[src/rtl/core/owbm_pkg.sv]
// Shared types and constants for the single-wire bus master.
// Holds command codes, queued item format, phase and drive encodings,
// and the register map; used by every module of the block.
package owbm_pkg;

    // Command codes as they arrive on the input stream
    localparam logic [1:0] CMD_TICK  = 2'd0;
    localparam logic [1:0] CMD_RESET = 2'd1;
    localparam logic [1:0] CMD_WRITE = 2'd2;
    localparam logic [1:0] CMD_READ  = 2'd3;

    // Line drive codes on the result stream
    localparam logic [1:0] DRV_REL  = 2'd0;
    localparam logic [1:0] DRV_LOW  = 2'd1;
    localparam logic [1:0] DRV_HIGH = 2'd2;

    // Register map
    localparam int NUM_REGS = 8;
    localparam int REG_IDX_W = 3;
    localparam int TIMER_W = 10;

    localparam logic [REG_IDX_W-1:0] REG_RESET_LOW    = 3'd0;
    localparam logic [REG_IDX_W-1:0] REG_PRESENCE     = 3'd1;
    localparam logic [REG_IDX_W-1:0] REG_RESET_TAIL   = 3'd2;
    localparam logic [REG_IDX_W-1:0] REG_ONE_LOW      = 3'd3;
    localparam logic [REG_IDX_W-1:0] REG_SLOT_HOLD    = 3'd4;
    localparam logic [REG_IDX_W-1:0] REG_SLOT_RECOVER = 3'd5;
    localparam logic [REG_IDX_W-1:0] REG_READ_LOW     = 3'd6;
    localparam logic [REG_IDX_W-1:0] REG_READ_SAMPLE  = 3'd7;

    localparam logic [TIMER_W-1:0] DEF_RESET_LOW    = 10'd480;
    localparam logic [TIMER_W-1:0] DEF_PRESENCE     = 10'd70;
    localparam logic [TIMER_W-1:0] DEF_RESET_TAIL   = 10'd410;
    localparam logic [TIMER_W-1:0] DEF_ONE_LOW      = 10'd10;
    localparam logic [TIMER_W-1:0] DEF_SLOT_HOLD    = 10'd55;
    localparam logic [TIMER_W-1:0] DEF_SLOT_RECOVER = 10'd5;
    localparam logic [TIMER_W-1:0] DEF_READ_LOW     = 10'd3;
    localparam logic [TIMER_W-1:0] DEF_READ_SAMPLE  = 10'd10;

    // Fixed wait after a read sample
    localparam logic [TIMER_W-1:0] RD_TAIL_TICKS = 10'd53;

    // Queue depth between front and back
    localparam int QUEUE_DEPTH = 2;
    localparam int QUEUE_PTR_W = 1;
    localparam int QUEUE_CNT_W = 2;

    typedef enum logic [1:0] {
        OP_TICK,
        OP_RESET,
        OP_WRITE,
        OP_READ
    } op_kind_t;

    typedef struct packed {
        op_kind_t    kind;
        logic [7:0]  wval;
        logic        level;
    } item_t;

    typedef enum logic [3:0] {
        PH_IDLE,
        PH_RST_LOW,
        PH_RST_WAIT,
        PH_RST_TAIL,
        PH_WR_LOW,
        PH_WR_HOLD,
        PH_WR_RECOVER,
        PH_RD_LOW,
        PH_RD_WAIT,
        PH_RD_TAIL
    } phase_t;

endpackage

[src/rtl/core/one_wire_bus_master.sv]
// Top level of the single-wire bus master: front end with command queue
// and back end with sequencer and result register.
// Depends on owbm_pkg, owbm_front and owbm_back.

// Each input beat is a one-microsecond tick or a reset, write-byte or
// read-byte command, and yields exactly one result beat giving the line
// drive, busy, done, presence level, last read byte and a rejected flag
// (command while busy). One beat is accepted per clock while the queue has
// room. Accepted beats go into the front queue; the back end pops one when
// the result register is free or being drained and registers its result
// there, raising m_tvalid. The two-entry queue plus the result register
// hold three beats, so input keeps flowing for a while when the output is
// stalled. Timing registers are written through cfg_we/cfg_index/cfg_data;
// the user must write them only while no beat is in flight; the block does not enforce this.
module one_wire_bus_master
    import owbm_pkg::*;
(
    input  logic                 clk,
    input  logic                 rst_n,
    input  logic                 cfg_we,
    input  logic [REG_IDX_W-1:0] cfg_index,
    input  logic [TIMER_W-1:0]   cfg_data,
    input  logic                 s_tvalid,
    output logic                 s_tready,
    input  logic [15:0]          s_tdata,   // [7:0] write_value, [8] line_level, [15:9] zero
    input  logic [1:0]           s_tuser,   // [1:0] cmd
    output logic                 m_tvalid,
    input  logic                 m_tready,
    output logic [15:0]          m_tdata    // [1:0] line_drive, [2] busy_res, [3] done_res,
                                            // [4] presence_missing, [12:5] read_data,
                                            // [13] rejected, [15:14] zero
);

    logic  q_valid;
    item_t q_item;
    logic  q_pop;

    owbm_front u_front (
        .clk      (clk),
        .rst_n    (rst_n),
        .s_tvalid (s_tvalid),
        .s_tready (s_tready),
        .s_tdata  (s_tdata),
        .s_tuser  (s_tuser),
        .q_valid  (q_valid),
        .q_item   (q_item),
        .q_pop    (q_pop)
    );

    owbm_back u_back (
        .clk       (clk),
        .rst_n     (rst_n),
        .cfg_we    (cfg_we),
        .cfg_index (cfg_index),
        .cfg_data  (cfg_data),
        .q_valid   (q_valid),
        .q_item    (q_item),
        .q_pop     (q_pop),
        .m_tvalid  (m_tvalid),
        .m_tready  (m_tready),
        .m_tdata   (m_tdata)
    );

endmodule

[src/rtl/core/owbm_front.sv]
// Front end of the bus master: accepts input beats, classifies the command
// and holds the classified items in a short queue for the back end.
// Depends on owbm_pkg.
module owbm_front
    import owbm_pkg::*;
(
    input  logic        clk,
    input  logic        rst_n,
    input  logic        s_tvalid,
    output logic        s_tready,
    input  logic [15:0] s_tdata,   // [7:0] write_value, [8] line_level, [15:9] zero
    input  logic [1:0]  s_tuser,   // [1:0] cmd
    output logic        q_valid,
    output item_t       q_item,
    input  logic        q_pop
);

    item_t                  items_reg [QUEUE_DEPTH];
    logic [QUEUE_PTR_W-1:0] wr_ptr_reg, wr_ptr_next;
    logic [QUEUE_PTR_W-1:0] rd_ptr_reg, rd_ptr_next;
    logic [QUEUE_CNT_W-1:0] count_reg, count_next;
    logic                   push;
    item_t                  in_item;

    // Classify the incoming command
    always_comb
    begin
        in_item.wval  = s_tdata[7:0];
        in_item.level = s_tdata[8];
        unique case (s_tuser)
            CMD_TICK:  in_item.kind = OP_TICK;
            CMD_RESET: in_item.kind = OP_RESET;
            CMD_WRITE: in_item.kind = OP_WRITE;
            CMD_READ:  in_item.kind = OP_READ;
            default:   in_item.kind = OP_TICK;
        endcase
    end

    assign s_tready = (count_reg != QUEUE_CNT_W'(QUEUE_DEPTH));
    assign push     = s_tvalid && s_tready;
    assign q_valid  = (count_reg != '0);
    assign q_item   = items_reg[rd_ptr_reg];

    // Advance pointers and occupancy
    always_comb
    begin
        wr_ptr_next = push  ? wr_ptr_reg + 1'b1 : wr_ptr_reg;
        rd_ptr_next = q_pop ? rd_ptr_reg + 1'b1 : rd_ptr_reg;
        count_next  = count_reg;
        if (push && !q_pop)
        begin
            count_next = count_reg + 1'b1;
        end
        else if (!push && q_pop)
        begin
            count_next = count_reg - 1'b1;
        end
    end

    always_ff @(posedge clk or negedge rst_n)
    begin
        if (!rst_n)
        begin
            wr_ptr_reg <= '0;
            rd_ptr_reg <= '0;
            count_reg  <= '0;
        end
        else
        begin
            wr_ptr_reg <= wr_ptr_next;
            rd_ptr_reg <= rd_ptr_next;
            count_reg  <= count_next;
        end
    end

    // Store the classified beat
    always_ff @(posedge clk)
    begin
        if (push)
        begin
            items_reg[wr_ptr_reg] <= in_item;
        end
    end

endmodule

[src/rtl/core/owbm_back.sv]
// Back end of the bus master: timing registers, phase sequencer and the
// result output register. Takes classified items from the front queue.
// Depends on owbm_pkg.
module owbm_back
    import owbm_pkg::*;
(
    input  logic                 clk,
    input  logic                 rst_n,
    input  logic                 cfg_we,
    input  logic [REG_IDX_W-1:0] cfg_index,
    input  logic [TIMER_W-1:0]   cfg_data,
    input  logic                 q_valid,
    input  item_t                q_item,
    output logic                 q_pop,
    output logic                 m_tvalid,
    input  logic                 m_tready,
    output logic [15:0]          m_tdata
);

    logic [TIMER_W-1:0] regs_reg [NUM_REGS];

    phase_t             phase_reg, phase_next;
    logic [TIMER_W-1:0] timer_reg, timer_next;
    logic [2:0]         bit_idx_reg, bit_idx_next;
    logic [7:0]         shift_reg, shift_next;
    logic               presence_reg, presence_next;
    logic [7:0]         rdata_reg, rdata_next;

    logic               out_valid_reg;
    logic [15:0]        out_data_reg;

    logic               done;
    logic               rej;
    logic [1:0]         drive;

    // Timing registers
    always_ff @(posedge clk or negedge rst_n)
    begin
        if (!rst_n)
        begin
            regs_reg[REG_RESET_LOW]    <= DEF_RESET_LOW;
            regs_reg[REG_PRESENCE]     <= DEF_PRESENCE;
            regs_reg[REG_RESET_TAIL]   <= DEF_RESET_TAIL;
            regs_reg[REG_ONE_LOW]      <= DEF_ONE_LOW;
            regs_reg[REG_SLOT_HOLD]    <= DEF_SLOT_HOLD;
            regs_reg[REG_SLOT_RECOVER] <= DEF_SLOT_RECOVER;
            regs_reg[REG_READ_LOW]     <= DEF_READ_LOW;
            regs_reg[REG_READ_SAMPLE]  <= DEF_READ_SAMPLE;
        end
        else if (cfg_we)
        begin
            regs_reg[cfg_index] <= cfg_data;
        end
    end

    // Take an item whenever the output slot is free or being drained
    assign q_pop = q_valid && (!out_valid_reg || m_tready);

    // Sequencer: next phase, timer and data path for the popped item
    always_comb
    begin
        phase_next    = phase_reg;
        timer_next    = timer_reg;
        bit_idx_next  = bit_idx_reg;
        shift_next    = shift_reg;
        presence_next = presence_reg;
        rdata_next    = rdata_reg;
        done          = 1'b0;
        rej           = 1'b0;

        if (q_pop)
        begin
            if (q_item.kind == OP_TICK)
            begin
                if (phase_reg == PH_IDLE)
                begin
                    phase_next = PH_IDLE;
                end
                else if (timer_reg > TIMER_W'(1))
                begin
                    timer_next = timer_reg - 1'b1;
                end
                else
                begin
                    unique case (phase_reg)
                        PH_RST_LOW:
                        begin
                            phase_next = PH_RST_WAIT;
                            timer_next = regs_reg[REG_PRESENCE];
                        end
                        PH_RST_WAIT:
                        begin
                            presence_next = q_item.level;
                            phase_next    = PH_RST_TAIL;
                            timer_next    = regs_reg[REG_RESET_TAIL];
                        end
                        PH_RST_TAIL:
                        begin
                            phase_next = PH_IDLE;
                            timer_next = '0;
                            done       = 1'b1;
                        end
                        PH_WR_LOW:
                        begin
                            phase_next = PH_WR_HOLD;
                            timer_next = regs_reg[REG_SLOT_HOLD];
                        end
                        PH_WR_HOLD:
                        begin
                            phase_next = PH_WR_RECOVER;
                            timer_next = regs_reg[REG_SLOT_RECOVER];
                        end
                        PH_WR_RECOVER:
                        begin
                            shift_next = {1'b0, shift_reg[7:1]};
                            if (bit_idx_reg == 3'd7)
                            begin
                                bit_idx_next = '0;
                                phase_next   = PH_IDLE;
                                timer_next   = '0;
                                done         = 1'b1;
                            end
                            else
                            begin
                                bit_idx_next = bit_idx_reg + 1'b1;
                                phase_next   = PH_WR_LOW;
                                timer_next   = regs_reg[REG_ONE_LOW];
                            end
                        end
                        PH_RD_LOW:
                        begin
                            phase_next = PH_RD_WAIT;
                            timer_next = regs_reg[REG_READ_SAMPLE];
                        end
                        PH_RD_WAIT:
                        begin
                            shift_next = {q_item.level, shift_reg[7:1]};
                            phase_next = PH_RD_TAIL;
                            timer_next = RD_TAIL_TICKS;
                        end
                        PH_RD_TAIL:
                        begin
                            if (bit_idx_reg == 3'd7)
                            begin
                                bit_idx_next = '0;
                                rdata_next   = shift_reg;
                                phase_next   = PH_IDLE;
                                timer_next   = '0;
                                done         = 1'b1;
                            end
                            else
                            begin
                                bit_idx_next = bit_idx_reg + 1'b1;
                                phase_next   = PH_RD_LOW;
                                timer_next   = regs_reg[REG_READ_LOW];
                            end
                        end
                        default:
                        begin
                            phase_next = PH_IDLE;
                        end
                    endcase
                end
            end
            else if (phase_reg != PH_IDLE)
            begin
                rej = 1'b1;
            end
            else
            begin
                bit_idx_next = '0;
                unique case (q_item.kind)
                    OP_RESET:
                    begin
                        phase_next = PH_RST_LOW;
                        timer_next = regs_reg[REG_RESET_LOW];
                    end
                    OP_WRITE:
                    begin
                        shift_next = q_item.wval;
                        phase_next = PH_WR_LOW;
                        timer_next = regs_reg[REG_ONE_LOW];
                    end
                    default:
                    begin
                        shift_next = '0;
                        phase_next = PH_RD_LOW;
                        timer_next = regs_reg[REG_READ_LOW];
                    end
                endcase
            end
        end
    end

    // Line drive for the phase after this item
    always_comb
    begin
        unique case (phase_next)
            PH_RST_LOW, PH_WR_LOW, PH_RD_LOW: drive = DRV_LOW;
            PH_WR_HOLD:    drive = shift_next[0] ? DRV_HIGH : DRV_LOW;
            PH_WR_RECOVER: drive = DRV_HIGH;
            default:       drive = DRV_REL;
        endcase
    end

    always_ff @(posedge clk or negedge rst_n)
    begin
        if (!rst_n)
        begin
            phase_reg     <= PH_IDLE;
            timer_reg     <= '0;
            bit_idx_reg   <= '0;
            shift_reg     <= '0;
            presence_reg  <= 1'b1;
            rdata_reg     <= '0;
            out_valid_reg <= 1'b0;
        end
        else
        begin
            phase_reg    <= phase_next;
            timer_reg    <= timer_next;
            bit_idx_reg  <= bit_idx_next;
            shift_reg    <= shift_next;
            presence_reg <= presence_next;
            rdata_reg    <= rdata_next;
            if (q_pop)
            begin
                out_valid_reg <= 1'b1;
            end
            else if (m_tready)
            begin
                out_valid_reg <= 1'b0;
            end
        end
    end

    // Hold the result beat until taken
    always_ff @(posedge clk)
    begin
        if (q_pop)
        begin
            out_data_reg <= {2'b00, rej, rdata_next, presence_next, done,
                             (phase_next != PH_IDLE), drive};
        end
    end

    assign m_tvalid = out_valid_reg;
    assign m_tdata  = out_data_reg;

endmodule
[config.mk]
export PLATFORM = sky130hd
export DESIGN_NAME = one_wire_bus_master
export DESIGN_NICKNAME = d
export VERILOG_FILES = /design/src/rtl/core/owbm_pkg.sv /design/src/rtl/core/one_wire_bus_master.sv /design/src/rtl/core/owbm_front.sv /design/src/rtl/core/owbm_back.sv
export SDC_FILE = /design/constraint.sdc
export NUM_CORES = 1
export LEC_CHECK = 0
export ABC_CLOCK_PERIOD_IN_PS = 3800
export BUFFER_PORTS_ARGS = -buffer_cell sky130_fd_sc_hd__buf_2
export CAP_MARGIN = 20
export CORE_MARGIN = 2
export CORE_UTILIZATION = 57
export CTS_CLUSTER_SIZE = 8
export DETAILED_ROUTE_END_ITERATION = 8
export PLACE_DENSITY = 0.76
export REMOVE_ABC_BUFFERS = 1
export SYNTH_ARGS = -nofsm -noshare
export SYNTH_HDL_FRONTEND = slang
export SYNTH_SLANG_ARGS = --single-unit
[constraint.sdc]
create_clock -name clk -period 3.8 [get_ports clk]
set_input_delay 0.38 -clock clk [delete_from_list [all_inputs] [get_ports clk]]
set_output_delay 0.38 -clock clk [all_outputs]
set_load 0.01 [all_outputs]
; ---- Word level (Yosys, flattened, before mapping)
; Memory sizes are Yosys's and may differ from the RTL's.
; Cells that the tools add are included.
[word_totals]
regBits = 133
latch_bits = 0
ramBits = 22
romBits = 0
inputBits = 36
out_inout_bits = 18
memories = 1
[mem_list]
columns = name, words, word_bits, read_ports, rd_ports_with_merged_regs, write_ports, line
row1 = u_front.items_reg, 2, 11, 1, 0, 1, owbm_front.sv:18  ; item_t items_reg [QUEUE_DEPTH];
[op_classes]
n_addsub = 6
mul = 0
div_mod_pow = 0
magnitude_cmp = 3
eq_ne = 28
shifts = 0
n_mux = 56
bitwise_logic = 2
n_reduce_logical = 23
[op_table]
columns = op, count
row1 = one-hot mux 10 bit (9 select lines), 1
row2 = bitwise mux 80 bit, 1
row3 = 2-to-1 mux 8 bit, 10
row4 = 2-to-1 mux 10 bit, 7
row5 = == test 4 x 3 -> 1 bit (second input constant), 8
row6 = one-hot mux 4 bit (8 select lines), 1
row7 = one-hot mux 8 bit (2 select lines), 2
row8 = demux 10 bit (select 3 bit), 1
row9 = 2-to-1 mux 3 bit, 8
row10 = 2-to-1 mux 4 bit, 5
row11 = one-hot mux 10 bit (2 select lines), 1
row12 = 2-to-1 mux 1 bit, 12
row13 = inequality test 11 bit (second input constant), 1
row14 = > comparator 10 x 1 -> 1 bit (second input constant), 1
row15 = subtractor 10 x 1 -> 10 bit (second input constant), 1
row16 = == test 4 x 1 -> 1 bit (second input constant), 2
row17 = == test 4 x 2 -> 1 bit (second input constant), 2
row18 = == test 4 bit (second input constant), 2
row19 = inequality test 2 bit (second input constant), 4
row20 = one-hot mux 2 bit (4 select lines), 1
row21 = nonzero test 4 bit, 2
row22 = == test 2 bit (second input constant), 3
row23 = 2-to-1 mux 2 bit, 3
row24 = one-hot mux 2 bit (3 select lines), 1
row25 = 25 further kinds, 38

; ---- Longest topological paths before layout
; Gate-level depths: netlist of run 1.
[depth]
word_depth = 10
depth_mapped = 10
ltp_nobuf = 8

; ---- By module
; A second synthesis of run 1 with hierarchy kept.
[unflattened]
cells_unflattened = 624
hier_area_um2 = 7574.8
[modules_own_cells]
columns = module, instances, cells_each, area_per_inst_um2, seq_area_each_um2
row1 = owbm_back, 1, 570, 6526.3, 3330.7
row2 = owbm_front, 1, 54, 1048.5, 760.7

; ---- Worst setup path after synthesis of run 1
; Ideal clock, no wire load.
[synth_path]
path_type = register to register
start = register u_front.rd_ptr_reg
end = register u_back.out_data_reg[2] (netlist: u_back.m_tdata[2]) (data pin)
setup_ns = 0.272
arrival_time_ns = 2.844
required_time_ns = 3.528
setup_slack_ns = 0.684
path_stages_with_launch = 8
n_path_buf = 1
synth_period_minus_slack_ns = 3.116
path_cell_list = dfrtp_1 buf_1 mux2i_1 ha_1 nand3_1 or4_4 and2_4 or4_1
[synth_between]
elab_chain_cells = 7
elab_cells_between_ends = 9
[synth_lines]
columns = element, line
row1 = start: declaration, owbm_front.sv:20  ; logic [QUEUE_PTR_W-1:0] rd_ptr_reg, rd_ptr_next;
row2 = start signal: assignment, owbm_front.sv:71  ; rd_ptr_reg <= rd_ptr_next;
row3 = memory (2 x 11 bit) *, n/a
row4 = == test 2 bit / == test 2 x 1 -> 1 bit (equally long branches), owbm_back.sv:172  ; unique case (q_item.kind)
row5 = one-hot mux 3 bit (2 select lines), owbm_back.sv:172
row6 = 2-to-1 mux 4 bit, owbm_back.sv:165  ; else if (phase_reg != PH_IDLE)
row7 = 2-to-1 mux 4 bit *, owbm_back.sv:73  ; if (q_item.kind == OP_TICK)
row8 = 2-to-1 mux 4 bit *, owbm_back.sv:71  ; if (q_pop)
row9 = via u_back.phase_next[2], owbm_back.sv:22  ; phase_t phase_reg, phase_next;
row10 = nonzero test 4 bit *, owbm_back.sv:243  ; (phase_next != PH_IDLE), drive};
row11 = end signal: assignment, owbm_back.sv:242  ; out_data_reg <= {2'b00, rej, rdata_next, presence_next, done,
row12 = end: declaration, owbm_back.sv:30  ; logic [15:0] out_data_reg;
; Mark *: on every way through the listed nets, which the timed path passes. The rest lies on a longest branch.
; A chain may end at the register's enable or synchronous reset.

; ---- Worst setup path in the final report of run 1
[layout_path]
start = register u_front.rd_ptr_reg
end = register u_back.out_data_reg[0] (netlist: u_back.m_tdata[0]) (data pin)
[layout_between]
elab_chain_cells = 9
elab_cells_between_ends = 20
[layout_lines]
columns = element, line
row1 = memory (2 x 11 bit) *, n/a
row2 = == test 2 bit / == test 2 x 1 -> 1 bit (equally long branches), owbm_back.sv:172
row3 = one-hot mux 3 bit (2 select lines), owbm_back.sv:172
row4 = 2-to-1 mux 4 bit, owbm_back.sv:165
row5 = 2-to-1 mux 4 bit *, owbm_back.sv:73
row6 = 2-to-1 mux 4 bit *, owbm_back.sv:71
row7 = via u_back.phase_next[0], owbm_back.sv:22
row8 = == test 4 x 1 -> 1 bit / == test 4 x 3 -> 1 bit (equally long branches), owbm_back.sv:198  ; unique case (phase_next)
row9 = OR reduction 3 bit, owbm_back.sv:198
row10 = one-hot mux 2 bit (3 select lines) *, owbm_back.sv:198
; Mark *: on every way through the listed nets, which the timed path passes. The rest lies on a longest branch. The select of a mux whose other input is x is not followed.

==> results of run 1 <==
==> per-layer routing <==
layer	wire [µm]	share of wire	up-vias	global-route usage
li1	-	-	2540	-
met1	7870	0.43	2819	0.352
met2	8960	0.49	236	0.447
met3	1120	0.061	31	0.0608
met4	352	0.019	0	0.104
met5	0	0	-	0
==> stage by stage <==
stage                     utilization  hold WS (ns)  cell area [µm²]  instances
final                           0.654        0.0652             8600        895
after global routing            0.654         0.123             8600        895
after CTS                       0.654        0.0920             8600        895
after detailed placement        0.612         0.490             8040        863
after global placement          0.612         0.476             8040        863
after floorplan                     -        0.0844             7440        622
==> final cells by class <==
class	instances	area (µm²)	area share
sequential	155	4090	0.476
multi-input combinational	449	3280	0.381
tap	176	220	0.0256
clock buffer	22	465	0.0541
clock inverter	10	92.6	0.0108
timing repair buffer	65	380	0.0443
inverter	18	67.6	0.00786
==> logic make-up (layout without fill, tap and decap cells) <==
family	after synthesis	count (layout)	synth area share
AND/OR/NAND/NOR	166	166	0.117
AO/OA/AOI/OAI	159	159	0.137
flip-flops	155	155	0.539
multiplexers	103	103	0.150
buffers and inverters	57	115	0.0301
XOR/XNOR	10	10	0.0115
adder cells (fa/ha/maj)	9	9	0.0148
other	1	2	0.000494
==> where the power goes <==
group	total (W)	internal, W	switching, W
Sequential	0.00258	0.00222	0.000362
Clock	0.00160	0.000938	0.000658
Combinational	0.00233	0.000951	0.00137
==> worst paths after layout <==
check / endpoint / slack [ns] / cells after the start
max: u_back.m_tdata[0] / 0.32 / 8
min: u_back.regs_reg[46] / 0.07 / 1
max reg2reg: u_back.m_tdata[0] / 0.32 / 8
min reg2reg: u_front.wr_ptr_reg / 0.50 / 1
max in group asynchronous: u_back.regs_reg[62] / 2.77 / 2
min in group clk: u_front.items_reg[0][8] / 0.13 / 1
==> cells in the mapped netlist (3+ instances only) <==
cell type	count
dfrtp_1	93
mux2_2	89
nor2_1	47
o21ai_0	37
edfxtp_1	36
a21oi_1	35
nand2_1	31
clkbuf_1	29
dfstp_2	26
a22oi_1	21
inv_1	17
mux2i_1	14
nor3_1	14
nand3_1	12
nand2b_1	10
ha_1	9
o22ai_1	9
a31oi_1	8
and3_1	7
xnor2_1	7
a211oi_1	6
a21o_1	6
a2111oi_0	4
and2_1	4
buf_1	4
nor3b_1	4
nor4_1	4
or2_2	4
or3_1	4
a21boi_0	3
a221oi_1	3
a2bb2oi_1	3
buf_2	3
buf_4	3
nand4b_1	3
nor2b_1	3
o211ai_1	3
o31ai_1	3
or4_1	3
xor2_1	3
==> placed cells by master, fill, tap and decap left out, types with 7 or more instances in the layout <==
master     instances
a21oi_1           35
a22oi_1           21
a31oi_1            8
and3_1             7
buf_2             43
buf_4             22
clkbuf_16         18
dfrtp_1           93
dfstp_2           26
edfxtp_1          36
ha_1               9
inv_1             17
mux2_2            89
mux2i_1           14
nand2_1           31
nand2b_1          10
nand3_1           12
nor2_1            47
nor3_1            14
o21ai_0           37
o22ai_1            9
xnor2_1            7
==> impl_results.md, run 1 <==
- Mapped Cells: 660
- Post-DP HPWL: 12700 µm
- Largest net degree at the start of global routing: 69
- Area delta synth->final: 13.2%
- Final setup viols: 0
- Total of max-cap violations: 0
- Hold Path Class: in -> async
- Gr ovfl total: 0
- Tmin final: 3.48 ns
- Post-Syn Area: 7590 µm²
- CP arrival: 3.64 ns
- Slowest CP cell: nor3_1
- Synth top area share: 0.306
- Post-synth cell types: 70
- Die footprint: 14300 µm²
- Post-route clock period utilization: 0.915
- Die Ht: 119 µm
- Root buffer cell: clkbuf_16
- Final Hold Fails: 0
- Routed length per placed instance: 20.5 µm
- Post-route setup slack: 0.322 ns
- Port buffer count: 44
- Drt drc: 0
- Largest register FFs: 80
- Nets: 751
- Synth area leaders: dfrtp_1, edfxtp_1, mux2_2
- Register area share after synthesis: 0.539
- Clk_skew: 0.0124 ns
- Die boundary width: 119 µm
- Worst-path clk slew: 0.06 ns
- CTS tree: built
- Slew Limit Fails: 0
- DP Worst Slack: 0.380 ns
- Critical Path Start: u_front.rd_ptr_reg
- FF-to-FF Start: u_front.rd_ptr_reg
- Initial DRC Count: 416
- Post-synthesis register bit count: 155
- Buf/Inv on CP: 2
- Core box area: 13100 µm²
- Maximum vdd drop: 0.369 mV
- Fillcell total: 1034
- Critical path fanouts, max: 14
- Initial core utilization: 0.578
- Worst-Margin Slew: 0.962 ns
- CTS resizes: 0
- Clock Latency Late Sink: 0.43 ns
- DR pass1 iterations: 5
- Setup TNS: 0 ns
- CP peak stage delay: 0.53 ns
- Htree depth: 4
- Vias in the first global route: 5789
- Row count: 42
- Setup crit end kind: flip-flop
- Final total power: 0.00650 W
- Pwr Density: 756 nW/µm²
- Post-Syn Area per Cell: 11.5 µm²
- Asr flop ratio synth: 0.768
- Ratio of cells with drive above 1 in the final layout: 0.307
- Setup Crit Path Kind: reg -> reg
- CP startpoint kind: flip-flop
- Critical-path cell list: mux2i_1 -> ha_1 -> buf_4 -> clkinv_1 -> nor3_1 -> a311oi_2 -> and3_1 -> a2111oi_0
- Post-synth EDFFs: 36
- # hold bufs at CTS: 0
- CP required: 3.97 ns
- Initial antenna violation count: 0
- Antenna Cells: 0
- Leakage: 3.51 nW
- GR Util All Layers: 0.271
- Synth warn: 0
- # IOs: 54
- CP delay by family, top: simple AND/OR/NAND/NOR gates
- GPL Wtd Cong: 1.04
- DR vias: 5626
- FMAX: 288 MHz
- Postcts setup bufs: 0
- Total CTS buffers: 17
- DRT antenna net count: 0
- Deepest clock path buffer count: 2
- Outcome: finished, final reports clean
- Via density: 6.29
- RSZ-0062 raised after global routing: no
- Largest area contributor in the netlist: dfrtp_1
- First-pass GRT wire length: 29600 µm
- Clock sink total: 155
- Routed WL: 18300 µm
- Slew headroom: 0.359
- Synth Flop Type: dfrtp_1
No activity file was read; power rests on OpenSTA's default activity.
==> run 2, diff against run 1 <==
--- a/config.mk
+++ b/config.mk
@@ -8,11 +8,11 @@
 export ABC_CLOCK_PERIOD_IN_PS = 3800
 export BUFFER_PORTS_ARGS = -buffer_cell sky130_fd_sc_hd__buf_2
 export CAP_MARGIN = 20
-export CORE_MARGIN = 2
+export CORE_MARGIN = 3
 export CORE_UTILIZATION = 57
 export CTS_CLUSTER_SIZE = 8
 export DETAILED_ROUTE_END_ITERATION = 8
-export PLACE_DENSITY = 0.76
+export PLACE_DENSITY_LB_ADDON = 0.12
 export REMOVE_ABC_BUFFERS = 1
 export SYNTH_ARGS = -nofsm -noshare
 export SYNTH_HDL_FRONTEND = slang
==> impl_results.md, run 2 (synthesized netlist as in run 1, its figures left out) <==
- Outcome: finished, final reports clean (unchanged)
- Routed length per placed instance: 21.8 µm (was 20.5 µm)
- Deepest clock path buffer count: 2 (unchanged)
- Drt drc: 0 (unchanged)
- Post-route clock period utilization: 0.880 (was 0.915)
- Htree depth: 4 (unchanged)
- GPL Wtd Cong: 0.992 (was 1.04)
- Setup crit end kind: flip-flop (unchanged)
- Slew Limit Fails: 0 (unchanged)
- Port buffer count: 44 (unchanged)
- FMAX: 299 MHz (was 288 MHz)
- # IOs: 54 (unchanged)
- Row count: 41 (was 42)
- Initial DRC Count: 543 (was 416)
- Total CTS buffers: 17 (unchanged)
- Clock sink total: 155 (unchanged)
- DR vias: 5692 (was 5626)
- Post-DP HPWL: 13000 µm (was 12700 µm)
- Area delta synth->final: 13.8% (was 13.2%)
- First-pass GRT wire length: 30200 µm (was 29600 µm)
- Worst-path clk slew: 0.06 ns (about the same)
- Largest net degree at the start of global routing: 62 (was 69)
- Root buffer cell: clkbuf_16 (unchanged)
- Die boundary width: 121 µm (was 119 µm)
- Most common cell after layout, fill and taps aside: dfrtp_1 (unchanged)
- RSZ-0062 raised after global routing: no (unchanged)
- Final total power: 0.00673 W (was 0.00650 W)
- DRT antenna net count: 0 (unchanged)
- Routed WL: 19500 µm (was 18300 µm)
- Final Hold Fails: 0 (unchanged)
- Setup Crit Path Kind: reg -> reg (unchanged)
- CTS resizes: 0 (unchanged)
- Maximum vdd drop: 0.674 mV (was 0.369 mV)
- Hold Path Class: in -> async (unchanged)
- Vias in the first global route: 5563 (was 5789)
- Nets: 752 (was 751)
- Die Ht: 121 µm (was 119 µm)
- DR pass1 iterations: 6 (was 5)
- Setup TNS: 0 ns (unchanged)
- Initial antenna violation count: 0 (unchanged)
- Commonest cells after routing, fill and taps aside: dfrtp_1, mux2_2, nor2_1, buf_2, o21ai_0 (unchanged)
- Clk_skew: 0.00668 ns (was 0.0124 ns)
- GR Util All Layers: 0.273 (was 0.271)
- # hold bufs at CTS: 0 (unchanged)
- Leakage: 3.52 nW (was 3.51 nW)
- CTS tree: built (unchanged)
- Slew headroom: 0.342 (was 0.359)
- Via density: 6.38 (was 6.29)
- Fillcell total: 1017 (was 1034)
- Core box area: 12800 µm² (was 13100 µm²)
- Slowest CP cell: nor3_1 (unchanged)
- Antenna Cells: 0 (unchanged)
- Total of max-cap violations: 0 (unchanged)
- CP arrival: 3.55 ns (was 3.64 ns)
- Postcts setup bufs: 0 (unchanged)
- Tmin final: 3.35 ns (was 3.48 ns)
- Worst-Margin Slew: 0.983 ns (was 0.962 ns)
- Final setup viols: 0 (unchanged)
- Core Util, Final: 0.674 (was 0.654)
- Ratio of cells with drive above 1 in the final layout: 0.311 (was 0.307)
- Worst hold slack: 0.0285 ns (was 0.0652 ns)
- Gr ovfl total: 0 (unchanged)
- Clock Latency Late Sink: 0.43 ns (about the same)
- Critical-path cell list: mux2i_1 -> ha_1 -> clkinv_1 -> nor3_1 -> a311oi_2 -> and3_1 -> a2111oi_0 (was mux2i_1 -> ha_1 -> buf_4 -> clkinv_1 -> nor3_1 -> a311oi_2 -> and3_1 -> a2111oi_0)
- CP peak stage delay: 0.48 ns (was 0.53 ns)
- CP startpoint kind: flip-flop (unchanged)
- Die footprint: 14700 µm² (was 14300 µm²)
- Initial core utilization: 0.592 (was 0.578)
- Pwr Density: 779 nW/µm² (was 756 nW/µm²)
- CP required: 4.01 ns (was 3.97 ns)
- Critical path fanouts, max: 9 (was 14)
- Largest register FFs: 80 (unchanged)
[run 2: cell count changes in the layout (fill, tap and decap cells not counted)]
cell / change
clkinv_1: +1
clkinvlp_4: +2
buf_4: +1
inv_6: +1
clkbuf_16: -1
bufinv_16: +2
clkbuf_1: -3
clkinv_2: -2
[run 2: cell type report]
class | count | area, µm² | share of cell area
clock buffer | 18 | 429 | 0.0497
clock inverter | 14 | 170 | 0.0197
inverter | 18 | 67.6 | 0.00782
multi-input combinational | 449 | 3280 | 0.379
sequential | 155 | 4090 | 0.474
tap | 172 | 215 | 0.0249
timing repair buffer | 66 | 388 | 0.0449
[run 2: per-layer routing]
metal  vias up  global-route usage  share of wire
met1      2865               0.377           0.43
met4         0              0.0966          0.019
met3        28              0.0690          0.073
met2       254               0.423           0.47
li1       2545                   -              -
met5         -                   0              0
[run 2: final timing paths]
check,slack [ns],start,cells after the start,end
max,0.45,u_front.rd_ptr_reg,7,u_back.m_tdata[0]
min,0.03,rst_n,1,u_back.regs_reg[71]
max reg2reg,0.45,u_front.rd_ptr_reg,7,u_back.m_tdata[0]
min reg2reg,0.50,u_back.rdata_reg[1],1,u_back.rdata_reg[1]
max in group asynchronous,2.83,rst_n,2,u_back.regs_reg[20]
min in group clk,0.13,s_tdata[2],1,u_front.items_reg[0][3]
[run 2: power breakdown]
group          internal (W)  total (W)  switching (W)
Sequential          0.00222    0.00259       0.000373
Clock               0.00103    0.00172       0.000690
Combinational      0.000959    0.00242        0.00146
[run 2: per-stage QoR]
| stage | worst slack, ns | cells | cell area [µm²] |
|---|---|---|---|
| 4_1_cts | 0.471 | 892 | 8640 |
| 5_1_grt | 0.131 | 892 | 8640 |
| 3_5_place_dp | 0.522 | 860 | 8040 |
| 2_1_floorplan | 0.277 | 622 | 7440 |
| 3_3_place_gp | 0.721 | 860 | 8040 |
| 6_report | 0.454 | 892 | 8640 |
[run 2: critical path: cells and delay by family, from the launching register on]
kind | cells | cell delay, ns
adders and majority gates | 1 | 0.42
DFF | 1 | 0.43
AOI/OAI and AO/OA | 2 | 0.65
and+or+nand+nor | 2 | 0.76
muxes | 1 | 0.45
buffers and inverters | 1 | 0.39
